$ cat config.mk
export PLATFORM = sky130hd
export DESIGN_NAME = heart_rate_packet_encoder
export DESIGN_NICKNAME = d
export VERILOG_FILES = /design/src/hdl/hrpe_pkg.sv /design/src/hdl/hrpe_cell.sv /design/src/hdl/hrpe_chain.sv /design/src/hdl/heart_rate_packet_encoder.sv
export SDC_FILE = /design/constraint.sdc
export NUM_CORES = 1
export LEC_CHECK = 0
export BUFFER_PORTS_ARGS = -buffer_cell sky130_fd_sc_hd__buf_2
export CORE_MARGIN = 2
export CORE_UTILIZATION = 60
export DETAILED_ROUTE_END_ITERATION = 10
export PLACE_DENSITY_LB_ADDON = 0.1
export SLEW_MARGIN = 10
export SYNTH_ARGS = -nofsm -noshare
export SYNTH_HDL_FRONTEND = slang
export SYNTH_HIERARCHICAL = 1
export SYNTH_SLANG_ARGS = --single-unit
$ cat constraint.sdc
create_clock -name i_clk -period 14.3 [get_ports i_clk]
set_clock_uncertainty 0.1 [all_clocks]
set_input_delay 4.29 -clock i_clk [delete_from_list [all_inputs] [get_ports i_clk]]
set_output_delay 4.29 -clock i_clk [all_outputs]
set_load 0.005 [all_outputs]
$ cat src/hdl/hrpe_pkg.sv
// Shared types and constants for the heart-rate packet encoder.
// Used by hrpe_cell, hrpe_chain and heart_rate_packet_encoder; no dependencies.
package hrpe_pkg;

    // RR-interval FIFO geometry
    localparam int RR_DEPTH   = 16;
    localparam int RR_IDX_W   = (RR_DEPTH > 1) ? $clog2(RR_DEPTH) : 1;
    localparam int RR_CNT_W   = $clog2(RR_DEPTH + 1);
    localparam int RR_W       = 16;
    localparam int MAX_RR_OUT = 16;

    // heart-rate format and flag bits
    localparam logic [15:0] HR_8BIT_MAX      = 16'h00ff;
    localparam logic [7:0]  FLAG_HR_16BIT    = 8'h01 << 0;
    localparam logic [7:0]  FLAG_CONTACT_DET = 8'h01 << 1;
    localparam logic [7:0]  FLAG_CONTACT_SUP = 8'h01 << 2;
    localparam logic [7:0]  FLAG_RR_INCL     = 8'h01 << 4;
    localparam logic [7:0]  MAX_LEN_RESET    = 8'd20;
    localparam logic [1:0]  HDR_LEN_8        = 2'd2;
    localparam logic [1:0]  HDR_LEN_16       = 2'd3;

    // input operation codes
    localparam logic OP_ADD    = 1'b0;
    localparam logic OP_ENCODE = 1'b1;

    // result kinds
    localparam logic [1:0] KIND_HDR = 2'd0;
    localparam logic [1:0] KIND_RR  = 2'd1;
    localparam logic [1:0] KIND_ACK = 2'd2;

    // configuration register indexes
    localparam logic [1:0] CFG_CONTACT_SUP = 2'd0;
    localparam logic [1:0] CFG_CONTACT_DET = 2'd1;
    localparam logic [1:0] CFG_MAX_LEN     = 2'd2;

    typedef enum logic [0:0] {
        ST_IDLE,
        ST_SEND
    } t_state;

    // control for the row of FIFO cells
    typedef struct packed {
        logic                shift;
        logic                load;
        logic [RR_IDX_W-1:0] load_idx;
        logic [RR_W-1:0]     data;
    } t_chain_ctrl;

endpackage

$ cat src/hdl/hrpe_cell.sv
// One FIFO cell: holds one RR interval, loads a new one or takes its neighbor's.
// Depends on hrpe_pkg for the interval width.
module hrpe_cell
    import hrpe_pkg::*;
(
    input  logic            i_clk,
    input  logic            i_shift,
    input  logic            i_load,
    input  logic [RR_W-1:0] i_load_data,
    input  logic [RR_W-1:0] i_next_data,
    output logic [RR_W-1:0] o_data
);

    logic [RR_W-1:0] r_data;
    logic [RR_W-1:0] n_data;

    // load wins over shift; otherwise hold
    always_comb begin
        if (i_load) begin
            n_data = i_load_data;
        end else if (i_shift) begin
            n_data = i_next_data;
        end else begin
            n_data = r_data;
        end
    end

    always_ff @(posedge i_clk) begin
        r_data <= n_data;
    end

    assign o_data = r_data;

endmodule

$ cat src/hdl/hrpe_chain.sv
// Row of hrpe_cell instances forming the RR FIFO; cell 0 holds the oldest entry.
// Depends on hrpe_pkg and hrpe_cell.
module hrpe_chain
    import hrpe_pkg::*;
(
    input  logic            i_clk,
    input  t_chain_ctrl     i_ctrl,
    output logic [RR_W-1:0] o_head
);

    logic [RR_W-1:0] w_cell_data [RR_DEPTH];

    // each cell hands its entry toward the head on a shift
    for (genvar g = 0; g < RR_DEPTH; g++) begin : g_cell
        logic [RR_W-1:0] w_next;
        logic            w_load;

        if (g == RR_DEPTH - 1) begin : g_tail
            assign w_next = '0;
        end else begin : g_body
            assign w_next = w_cell_data[g+1];
        end

        assign w_load = i_ctrl.load && (i_ctrl.load_idx == RR_IDX_W'(g));

        hrpe_cell u_cell (
            .i_clk       (i_clk),
            .i_shift     (i_ctrl.shift),
            .i_load      (w_load),
            .i_load_data (i_ctrl.data),
            .i_next_data (w_next),
            .o_data      (w_cell_data[g])
        );
    end

    assign o_head = w_cell_data[0];

endmodule

$ cat src/hdl/heart_rate_packet_encoder.sv
// Heart-rate measurement packet encoder with an RR-interval FIFO.
// Depends on hrpe_pkg and hrpe_chain.
//
// Usage:
// - Input channel (i_in_valid / o_in_stall) carries op and value. op add
//   queues an RR interval (the oldest is dropped when the FIFO is full) and
//   returns one acknowledgement. op encode returns a header followed by one
//   result per RR interval placed in the packet, oldest first.
// - Output channel (o_out_valid / i_out_stall) is a single output register.
// - Configuration writes (i_cfg_we, i_cfg_index, i_cfg_data) set the contact
//   flags and the packet byte limit; write only while the block is idle.
// - The first result is registered and appears in the cycle after the input transfer.
// - After its header, an encode sends n results, n being the number of RR
//   intervals sent (0 to 16); the FIFO chain pops one cell per cycle while
//   the output is not stalled, and no new input is taken until it is done.
// - A stalled receiver holds the output register and freezes the pop
//   sequence; o_in_stall stays high until the last result is loaded.
// - Reset empties the FIFO and loads the register defaults (limit 20 bytes,
//   contact flags clear). No clearing pass is needed.
module heart_rate_packet_encoder
    import hrpe_pkg::*;
(
    input  logic        i_clk,
    input  logic        i_rst_n,
    // configuration port
    input  logic        i_cfg_we,
    input  logic [1:0]  i_cfg_index,
    input  logic [7:0]  i_cfg_data,
    // input channel
    input  logic        i_in_valid,
    output logic        o_in_stall,
    input  logic        i_op,
    input  logic [15:0] i_value,
    // output channel
    output logic        o_out_valid,
    input  logic        i_out_stall,
    output logic [1:0]  o_kind,
    output logic [7:0]  o_flags,
    output logic [15:0] o_word,
    output logic [7:0]  o_packet_len,
    output logic        o_buffer_full,
    output logic        o_last
);

    // configuration registers
    logic r_contact_sup;
    logic r_contact_det;
    logic [7:0] r_max_len;

    // control state
    t_state              r_state;
    t_state              n_state;
    logic [RR_CNT_W-1:0] r_count;
    logic [RR_CNT_W-1:0] r_left;
    logic [7:0]          r_pkt_len;
    logic                r_pkt_full;

    // output register
    logic        r_out_valid;
    logic [1:0]  r_kind;
    logic [7:0]  r_flags;
    logic [15:0] r_word;
    logic [7:0]  r_len;
    logic        r_full;
    logic        r_last;

    // handshake and datapath signals
    logic                w_out_free;
    logic                w_in_stall;
    logic                w_in_acc;
    logic                w_add_acc;
    logic                w_enc_acc;
    logic                w_pop;
    logic                w_fifo_full;
    logic                w_add_full;
    logic                w_hr16;
    logic [1:0]          w_hlen;
    logic [7:0]          w_diff;
    logic [7:0]          w_room;
    logic [7:0]          w_n_a;
    logic [7:0]          w_n_b;
    logic [RR_CNT_W-1:0] w_n;
    logic [7:0]          w_plen;
    logic                w_enc_full;
    logic [7:0]          w_flags;
    logic [RR_W-1:0]     w_head;
    t_chain_ctrl         w_chain_ctrl;

    // write configuration registers
    always_ff @(posedge i_clk) begin
        if (!i_rst_n) begin
            r_contact_sup <= 1'b0;
            r_contact_det <= 1'b0;
            r_max_len     <= MAX_LEN_RESET;
        end else if (i_cfg_we) begin
            case (i_cfg_index)
                CFG_CONTACT_SUP: r_contact_sup <= i_cfg_data[0];
                CFG_CONTACT_DET: r_contact_det <= i_cfg_data[0];
                CFG_MAX_LEN:     r_max_len     <= i_cfg_data;
                default:         ;
            endcase
        end
    end

    // size the packet for an encode
    always_comb begin
        w_hr16  = (i_value > HR_8BIT_MAX);
        w_hlen  = w_hr16 ? HDR_LEN_16 : HDR_LEN_8;
        w_diff  = r_max_len - 8'(w_hlen);
        w_room  = (r_max_len >= 8'(w_hlen)) ? {1'b0, w_diff[7:1]} : 8'd0;
        w_n_a   = (w_room < 8'(r_count)) ? w_room : 8'(r_count);
        w_n_b   = (w_n_a < 8'(MAX_RR_OUT)) ? w_n_a : 8'(MAX_RR_OUT);
        w_n     = RR_CNT_W'(w_n_b);
        w_plen  = 8'(w_hlen) + {w_n_b[6:0], 1'b0};
        w_enc_full = ((r_count - w_n) == RR_CNT_W'(RR_DEPTH));
        w_flags = (r_contact_sup ? FLAG_CONTACT_SUP : 8'h00)
                | (r_contact_det ? FLAG_CONTACT_DET : 8'h00)
                | (w_hr16 ? FLAG_HR_16BIT : 8'h00)
                | ((w_n != '0) ? FLAG_RR_INCL : 8'h00);
    end

    assign w_fifo_full = (r_count == RR_CNT_W'(RR_DEPTH));
    assign w_add_full  = w_fifo_full || (r_count == RR_CNT_W'(RR_DEPTH - 1));

    // next state
    always_comb begin
        n_state = r_state;
        case (r_state)
            ST_IDLE: begin
                if (w_enc_acc && (w_n != '0)) begin
                    n_state = ST_SEND;
                end
            end
            ST_SEND: begin
                if (w_pop && (r_left == RR_CNT_W'(1))) begin
                    n_state = ST_IDLE;
                end
            end
            default: n_state = ST_IDLE;
        endcase
    end

    // handshake and pop control
    always_comb begin
        w_out_free = !r_out_valid || !i_out_stall;
        w_in_stall = 1'b1;
        w_pop      = 1'b0;
        case (r_state)
            ST_IDLE: w_in_stall = !w_out_free;
            ST_SEND: w_pop      = w_out_free;
            default: ;
        endcase
        w_in_acc  = i_in_valid && !w_in_stall;
        w_add_acc = w_in_acc && (i_op == OP_ADD);
        w_enc_acc = w_in_acc && (i_op == OP_ENCODE);
    end

    // drive the FIFO cells: shift on pop or on add into a full FIFO
    always_comb begin
        w_chain_ctrl.shift    = w_pop || (w_add_acc && w_fifo_full);
        w_chain_ctrl.load     = w_add_acc;
        w_chain_ctrl.load_idx = w_fifo_full ? RR_IDX_W'(RR_DEPTH - 1)
                                            : r_count[RR_IDX_W-1:0];
        w_chain_ctrl.data     = i_value;
    end

    hrpe_chain u_chain (
        .i_clk  (i_clk),
        .i_ctrl (w_chain_ctrl),
        .o_head (w_head)
    );

    // advance control state
    always_ff @(posedge i_clk) begin
        if (!i_rst_n) begin
            r_state     <= ST_IDLE;
            r_count     <= '0;
            r_left      <= '0;
            r_out_valid <= 1'b0;
        end else begin
            r_state <= n_state;
            if (w_add_acc && !w_fifo_full) begin
                r_count <= r_count + RR_CNT_W'(1);
            end else if (w_pop) begin
                r_count <= r_count - RR_CNT_W'(1);
            end
            if (w_enc_acc) begin
                r_left <= w_n;
            end else if (w_pop) begin
                r_left <= r_left - RR_CNT_W'(1);
            end
            if (w_in_acc || w_pop) begin
                r_out_valid <= 1'b1;
            end else if (!i_out_stall) begin
                r_out_valid <= 1'b0;
            end
        end
    end

    // load the output register and hold packet-wide fields
    always_ff @(posedge i_clk) begin
        if (w_enc_acc) begin
            r_pkt_len  <= w_plen;
            r_pkt_full <= w_enc_full;
        end
        if (w_add_acc) begin
            r_kind  <= KIND_ACK;
            r_flags <= 8'h00;
            r_word  <= 16'h0000;
            r_len   <= 8'h00;
            r_full  <= w_add_full;
            r_last  <= 1'b1;
        end else if (w_enc_acc) begin
            r_kind  <= KIND_HDR;
            r_flags <= w_flags;
            r_word  <= i_value;
            r_len   <= w_plen;
            r_full  <= w_enc_full;
            r_last  <= (w_n == '0);
        end else if (w_pop) begin
            r_kind  <= KIND_RR;
            r_flags <= 8'h00;
            r_word  <= w_head;
            r_len   <= r_pkt_len;
            r_full  <= r_pkt_full;
            r_last  <= (r_left == RR_CNT_W'(1));
        end
    end

    assign o_in_stall    = w_in_stall;
    assign o_out_valid   = r_out_valid;
    assign o_kind        = r_kind;
    assign o_flags       = r_flags;
    assign o_word        = r_word;
    assign o_packet_len  = r_len;
    assign o_buffer_full = r_full;
    assign o_last        = r_last;

    // the send phase always has intervals left to pop
    a_send_left: assert property (@(posedge i_clk) disable iff (!i_rst_n)
        (r_state == ST_SEND) |-> (r_left != '0))
        else $error("send phase with no intervals left");

    // the FIFO never reports more entries than it has cells
    a_count_range: assert property (@(posedge i_clk) disable iff (!i_rst_n)
        r_count <= RR_CNT_W'(RR_DEPTH))
        else $error("FIFO count above depth");

    // popping the final interval returns to idle with the last flag set
    a_last_pop: assert property (@(posedge i_clk) disable iff (!i_rst_n)
        (w_pop && (r_left == RR_CNT_W'(1))) |=> ((r_state == ST_IDLE) && o_last))
        else $error("final interval did not close the packet");

    // no intervals pop while the FIFO is empty
    a_pop_nonempty: assert property (@(posedge i_clk) disable iff (!i_rst_n)
        w_pop |-> (r_count != '0))
        else $error("pop from empty FIFO");

endmodule
==> results of run 1 <==
==> final cells by class <==
cell class	instances	area (um2)
Clock inverter	15	103
Clock buffer	45	913
Tap cell	330	413
Timing Repair Buffer	82	453
Multi-Input combinational cell	619	5830
Inverter	17	63.8
Fill cell	1829	8430
Sequential cell	319	9050
==> state kept, by name (all words and copies together) (netlist names) <==
register and count:
o_buffer_full 1, o_flags 4, o_kind 2, o_last 1, o_out_valid 1, o_packet_len 8, o_word 16, r_contact_det 1
r_contact_sup 1, r_count 5, r_left 5, r_max_len 8, r_pkt_full 1, r_pkt_len 8, r_state 1, u_chain/g_cell.u_cell/o_data 256
==> placed cells by master (no fill, tap or decap), types with 3 or more instances in the layout <==
cell type and instances:
a211oi_1 4, conb_1 22, o211ai_1 3, nor2b_1 5, edfxtp_1 266, xor2_1 4, a22o_1 20, o21ai_2 3
mux2_2 114, mux2_4 145, buf_4 17, nand3b_1 5, clkbuf_1 10, a21oi_1 18, or2_1 16, a21o_1 5
buf_2 65, a31oi_1 5, nand2_1 50, nor3_2 5, clkbuf_16 35, nor2_1 47, nand2b_1 8, nor2_2 3
nor3_1 3, a22oi_1 4, mux2i_1 34, xnor2_1 6, dfxtp_1 53, ha_1 17, nand3_1 16, nor4_1 4
clkinv_2 5, clkinv_1 7, o21ai_0 23, inv_1 15
==> per-layer routing <==
| metal | GRT usage [%] | share of wire (%) | up-vias |
|---|---|---|---|
| li1 | - | - | 3879 |
| met1 | 27.4 | 47 | 4011 |
| met2 | 32.3 | 47 | 161 |
| met3 | 2.94 | 3.9 | 34 |
| met4 | 4.47 | 1.7 | 0 |
| met5 | 0 | 0 | - |
==> final timing paths <==
path	slack [ns]	cells past startpoint	to
worst max-delay path	5.05	4	o_in_stall
worst min-delay path	0.35	2	o_packet_len[6]
worst max register to register	9.27	21	o_buffer_full
worst min register to register	0.35	2	o_packet_len[6]
==> cell usage after synthesis, types with 2 or more instances <==
| master | count | area (um2) |
|---|---|---|
| edfxtp_1 | 266 | 7990 |
| inv_1 | 15 | 56.3 |
| nor3_1 | 6 | 30.0 |
| o21ai_1 | 2 | 10.0 |
| a22o_1 | 20 | 175 |
| xor2_1 | 4 | 35.0 |
| mux2_4 | 145 | 2180 |
| o31ai_1 | 2 | 15.0 |
| nor2b_1 | 5 | 31.3 |
| conb_1 | 2 | 7.51 |
| nand2b_1 | 8 | 50.1 |
| buf_1 | 6 | 22.5 |
| nor3_2 | 2 | 20.0 |
| dfxtp_1 | 53 | 1060 |
| xnor2_1 | 6 | 52.6 |
| mux2_2 | 114 | 1280 |
| buf_4 | 4 | 30.0 |
| o2bb2ai_1 | 2 | 17.5 |
| and2_1 | 2 | 12.5 |
| o21ai_0 | 23 | 115 |
| nand2_1 | 50 | 188 |
| a31oi_1 | 5 | 31.3 |
| buf_2 | 3 | 15.0 |
| a21oi_1 | 19 | 95.1 |
| a22oi_1 | 4 | 30.0 |
| a21o_1 | 5 | 37.5 |
| o211ai_1 | 3 | 22.5 |
| nand3_1 | 16 | 80.1 |
| nor4_1 | 4 | 25.0 |
| buf_6 | 19 | 214 |
| or2_1 | 16 | 100 |
| nand3b_1 | 5 | 37.5 |
| clkbuf_1 | 10 | 37.5 |
| a211oi_1 | 4 | 30.0 |
| mux2i_1 | 34 | 340 |
| buf_12 | 16 | 320 |
| ha_1 | 17 | 213 |
| nor2_1 | 50 | 188 |
| o21ai_2 | 3 | 26.3 |
| o21a_1 | 2 | 15.0 |
==> power by group through the flow <==
| stage | logic, mW | registers [mW] | clock network [mW] |
|---|---|---|---|
| after global routing | 0.842 | 1.44 | 0.863 |
| after detailed placement | 0.767 | 1.44 | 0 |
| after global placement | 0.747 | 1.43 | 0 |
| after CTS | 0.772 | 1.42 | 0.834 |
| final | 0.764 | 1.42 | 0.810 |
| after floorplan | 0.596 | 1.41 | 0 |
==> logic make-up (layout without fill, tap and decap cells) <==
kind of cell / Yosys count / after routing / synth area share (%)
AOI/OAI and AO/OA: 106 / 106 / 4.87
xor gates and xnor gates: 10 / 10 / 0.566
adders and majority gates: 18 / 18 / 1.50
buffers and inverters: 75 / 159 / 4.54
DFF: 319 / 319 / 58.5
muxes: 294 / 294 / 24.7
other: 2 / 22 / 0.0485
and+or+nand+nor: 169 / 169 / 5.27
==> critical path: cells and delay by family <==
family / cells / cell delay [ns]
buf+inv: 3 / 0.36
compound gates: 1 / 0.21
==> flow_summary.toml, run 1 <==
[status]
status = "finished clean"

[timing]
worst_pin_slew_ns = 1.05
relSlewSlack_pct = 30.2
maxSlewViolCount = 0
worst_hold_slack_ns = 0.353
min_period_over_period_pct = 64.7
rsz0062_at_grt = "no"
max_freq_mhz = 108
setup_tns_ns = 0
hold_viol = 0
setup_viol = 0
fin_crit_ns = 9.25
layout_setup_ws_ns = 5.05

[power]
leakage_nw = 6.20
p_clk_share_pct = 27.1
vdd_drop_max_uv = 141
pwr_density_cell_nw_per_um2 = 178
p_int_mw = 2.16
power_frac_comb_pct = 25.5
p_seq_share_pct = 47.4
p_sw_mw = 0.835
power.total_mw = 2.99
switching_share_pct = 27.9

[floorplan]
rows = 58
die_x_um = 165
core-area_um2 = 25300
die_h_um = 165
start_util_pct = 61.3
ios = 70
die-area_um2 = 27100

[synth]
synthCells = 993
ys_seq_area_share_pct = 58.5
ys_warn_count = 6
synthDistinctLibCells = 61
syn_area_um2 = 15500
synthArstFlopShare_pct = 0
synth_edf_count = 266
synth_area_per_cell_um2 = 15.6
synth_flop_cell = "edfxtp_1"
synth-seq-cells = 319

[critical_path]
criticalPathCategory = "input pin to primary output"
cpPeakStageDelay_ns = 0.21
cp_slowest_cell = "a21oi_1"
startpoint_type = "input pin"
critPathMaxFanout = 3
cp-startpoint = "i_out_stall"
cp_common_cell = "buf_2"
r2r-start = "r_max_len[0]"
worstPathRequired_ns = 9.91
cp-end-kind = "primary output"
path_cells = "buf_2, a21oi_1, inv_1, buf_2"
cp.arrival_ns = 4.86

[place]
preCtsSetupSlack_ns = 4.54
port_buffers = 65
postPlaceCellArea_um2 = 15800
dpl.cell_count = 1367
hpwl_mm = 17.2
gp_congestion = 0.808

[finish]
layout-drive-gt1-share_pct = 37.0
diodes = 0
nNetsFinal = 1124
fin_area_um2 = 16800
final_util_pct = 66.6
area_delta_synth_final_pct = 8.73
instances_no_fill = 1427

[clock_network]
cts_buffer_depth = 3
post_cts_buffers = 0
cts_root_buf = "clkbuf_16"
clk_latency_ns = 0.50
cts_resized = 0
clkSinkCount = 319
numCtsBuffers = 35
cts-hold-fix-buffers = 0
clk_pin_slew_worst_paths_ns = 0.06
cts_tree = "done"
cts_max_level = 2

[routing]
via_count = 8085
firstDrtPassIters = 4
drt_iter0_drc = 543
totalWireLength_mm = 25.9
drc_errors = 0
viasPerCell = 5.67
detail_route.wl_per_cell_um = 18.2
antenna_left = 0

[job]
drv_cap = 0

[min_path]
hp-start = "o_packet_len[6]"
min-delay-path-class = "register to register"

[global_routing]
grt_max_degree = 49
grt_remaining_overflow = 0
grt_pass1_vias = 8007
grt_first_pass_wirelength_mm = 42.1
antenna_found_initial = 0
grt_util_all_layers_pct = 19.5
Power figures use the tool's default switching activity.
==> run 2, diff against run 1 <==
--- a/config.mk
+++ b/config.mk
@@ -7,7 +7,7 @@
 export LEC_CHECK = 0
 export BUFFER_PORTS_ARGS = -buffer_cell sky130_fd_sc_hd__buf_2
 export CORE_MARGIN = 2
-export CORE_UTILIZATION = 60
+export CORE_UTILIZATION = 56
 export DETAILED_ROUTE_END_ITERATION = 10
 export PLACE_DENSITY_LB_ADDON = 0.1
 export SLEW_MARGIN = 10
==> constraint.sdc (replaced) <==
create_clock -name i_clk -period 8.2 [get_ports i_clk]
set_clock_uncertainty 0.1 [all_clocks]
set_input_delay 2.46 -clock i_clk [delete_from_list [all_inputs] [get_ports i_clk]]
set_output_delay 2.46 -clock i_clk [all_outputs]
set_load 0.005 [all_outputs]
==> flow_summary.toml, run 2 (same netlist as run 1, synthesis figures left out) <==
[status]
status = "finished clean"

[finish]
final_cell_mix = "266 x edfxtp_1, 145 x mux2_4, 114 x mux2_2, 65 x buf_2, 53 x dfxtp_1"
layout-drive-gt1-share_pct = 37.4
layout_commonest_cell = "edfxtp_1"
diodes = 0
instances_no_fill = 1435
largest_reg_flops = 256
area_delta_synth_final_pct = 9.57
fillers = 2074
nNetsFinal = 1122

[critical_path]
cp.arrival_ns = 7.51
startpoint_type = "input pin"
worstPathRequired_ns = 8.37
path_cells = "buf_2, nor4_1, nand2_1, ha_1, a2111oi_4, nor2_1, mux2_2, ha_1, nand2_1, a211oi_1, nor3_2, o21ai_2, mux2i_1, ha_1, nor2b_1, o21ai_0, nand2b_1, nor2b_1, a22oi_1, o31ai_2, o221a_1"
cp_slowest_cell = "mux2i_1"
cp-end-kind = "register"
cp_common_cell = "ha_1"
criticalPathCategory = "input pin to register"
critPathMaxFanout = 18
cpPeakStageDelay_ns = 0.51

[floorplan]
core-area_um2 = 27000
die_h_um = 170
rows = 60
die_x_um = 170
ios = 70
die-area_um2 = 29000
start_util_pct = 57.2

[routing]
totalWireLength_mm = 24.9
drt_iter0_drc = 627
viasPerCell = 5.54
detail_route.wl_per_cell_um = 17.4
firstDrtPassIters = 6
drc_errors = 0
antenna_left = 0
via_count = 7955

[global_routing]
grt_first_pass_wirelength_mm = 41.5
grt_remaining_overflow = 0
grt_util_all_layers_pct = 17.7
grt_max_degree = 48
antenna_found_initial = 0
grt_pass1_vias = 7971

[min_path]
min-delay-path-class = "register to register"

[timing]
min_period_over_period_pct = 89.5
setup_tns_ns = 0
hold_viol = 0
max_freq_mhz = 136
fin_crit_ns = 7.34
rsz0062_at_grt = "no"
worst_pin_slew_ns = 1.04
relSlewSlack_pct = 30.3
setup_viol = 0
maxSlewViolCount = 0

[clock_network]
numCtsBuffers = 35
cts_tree = "done"
cts_root_buf = "clkbuf_16"
cts_max_level = 2
cts_resized = 0
cts-hold-fix-buffers = 0
clkSinkCount = 319
post_cts_buffers = 0
cts_buffer_depth = 3
clk_pin_slew_worst_paths_ns = 0.06
clk_latency_ns = 0.51

[place]
hpwl_mm = 17.3
port_buffers = 65
dpl.cell_count = 1376
gp_congestion = 0.845

[power]
pwr_density_cell_nw_per_um2 = 316
leakage_nw = 6.25
vdd_drop_max_uv = 167

[job]
drv_cap = 0
run 2: worst paths after layout:
check / start / to / slack, ns / cells past startpoint
max: i_value[11] / o_buffer_full / 0.86 / 21
min: o_packet_len[7] / o_packet_len[7] / 0.35 / 2
max reg2reg: r_max_len[0] / o_buffer_full / 3.16 / 21
min reg2reg: o_packet_len[7] / o_packet_len[7] / 0.35 / 2
run 2: layout make-up:
type,instances,area (um2),area share (%)
sequential,319,9050,53.4
multi-input combinational,619,5830,34.4
clock buffer,42,923,5.45
timing repair buffer,80,438,2.58
tap,341,427,2.52
clock inverter,17,221,1.31
inverter,17,63.8,0.376
run 2: metrics by stage:
stage	utilization [%]	total power, mW	cell area [um2]	setup slack (ns)	hold slack [ns]
3_5_place_dp	58.5	3.83	15800	0.238	0.344
3_3_place_gp	58.5	3.77	15800	0.397	0.339
4_1_cts	62.7	5.42	17000	0.808	0.351
6_report	62.7	5.36	17000	0.858	0.349
5_1_grt	62.7	5.64	17000	0.504	0.379
2_1_floorplan	-	3.50	15500	1.63	0.329
run 2: metal layers:
layer,up-vias,global-route usage [%],routed length [um]
met2,129,28.8,11600
li1,3873,-,-
met1,3916,24.8,12000
met4,0,5.35,490
met5,-,0,0
met3,37,2.65,845
run 2: where the power goes:
group	total [mW]	leakage, nW	switching (mW)	internal [mW]
logic	1.31	2.83	0.691	0.622
registers	2.47	2.86	0.148	2.33
clock network	1.57	0.556	0.610	0.959
run 2: critical path, delay by kind of cell:
family	cells	cell delay, ns
compound gates	7	1.64
simple gates	8	1.28
fa+ha+maj	3	1.05
mux	2	0.85
buf+inv	1	0.21
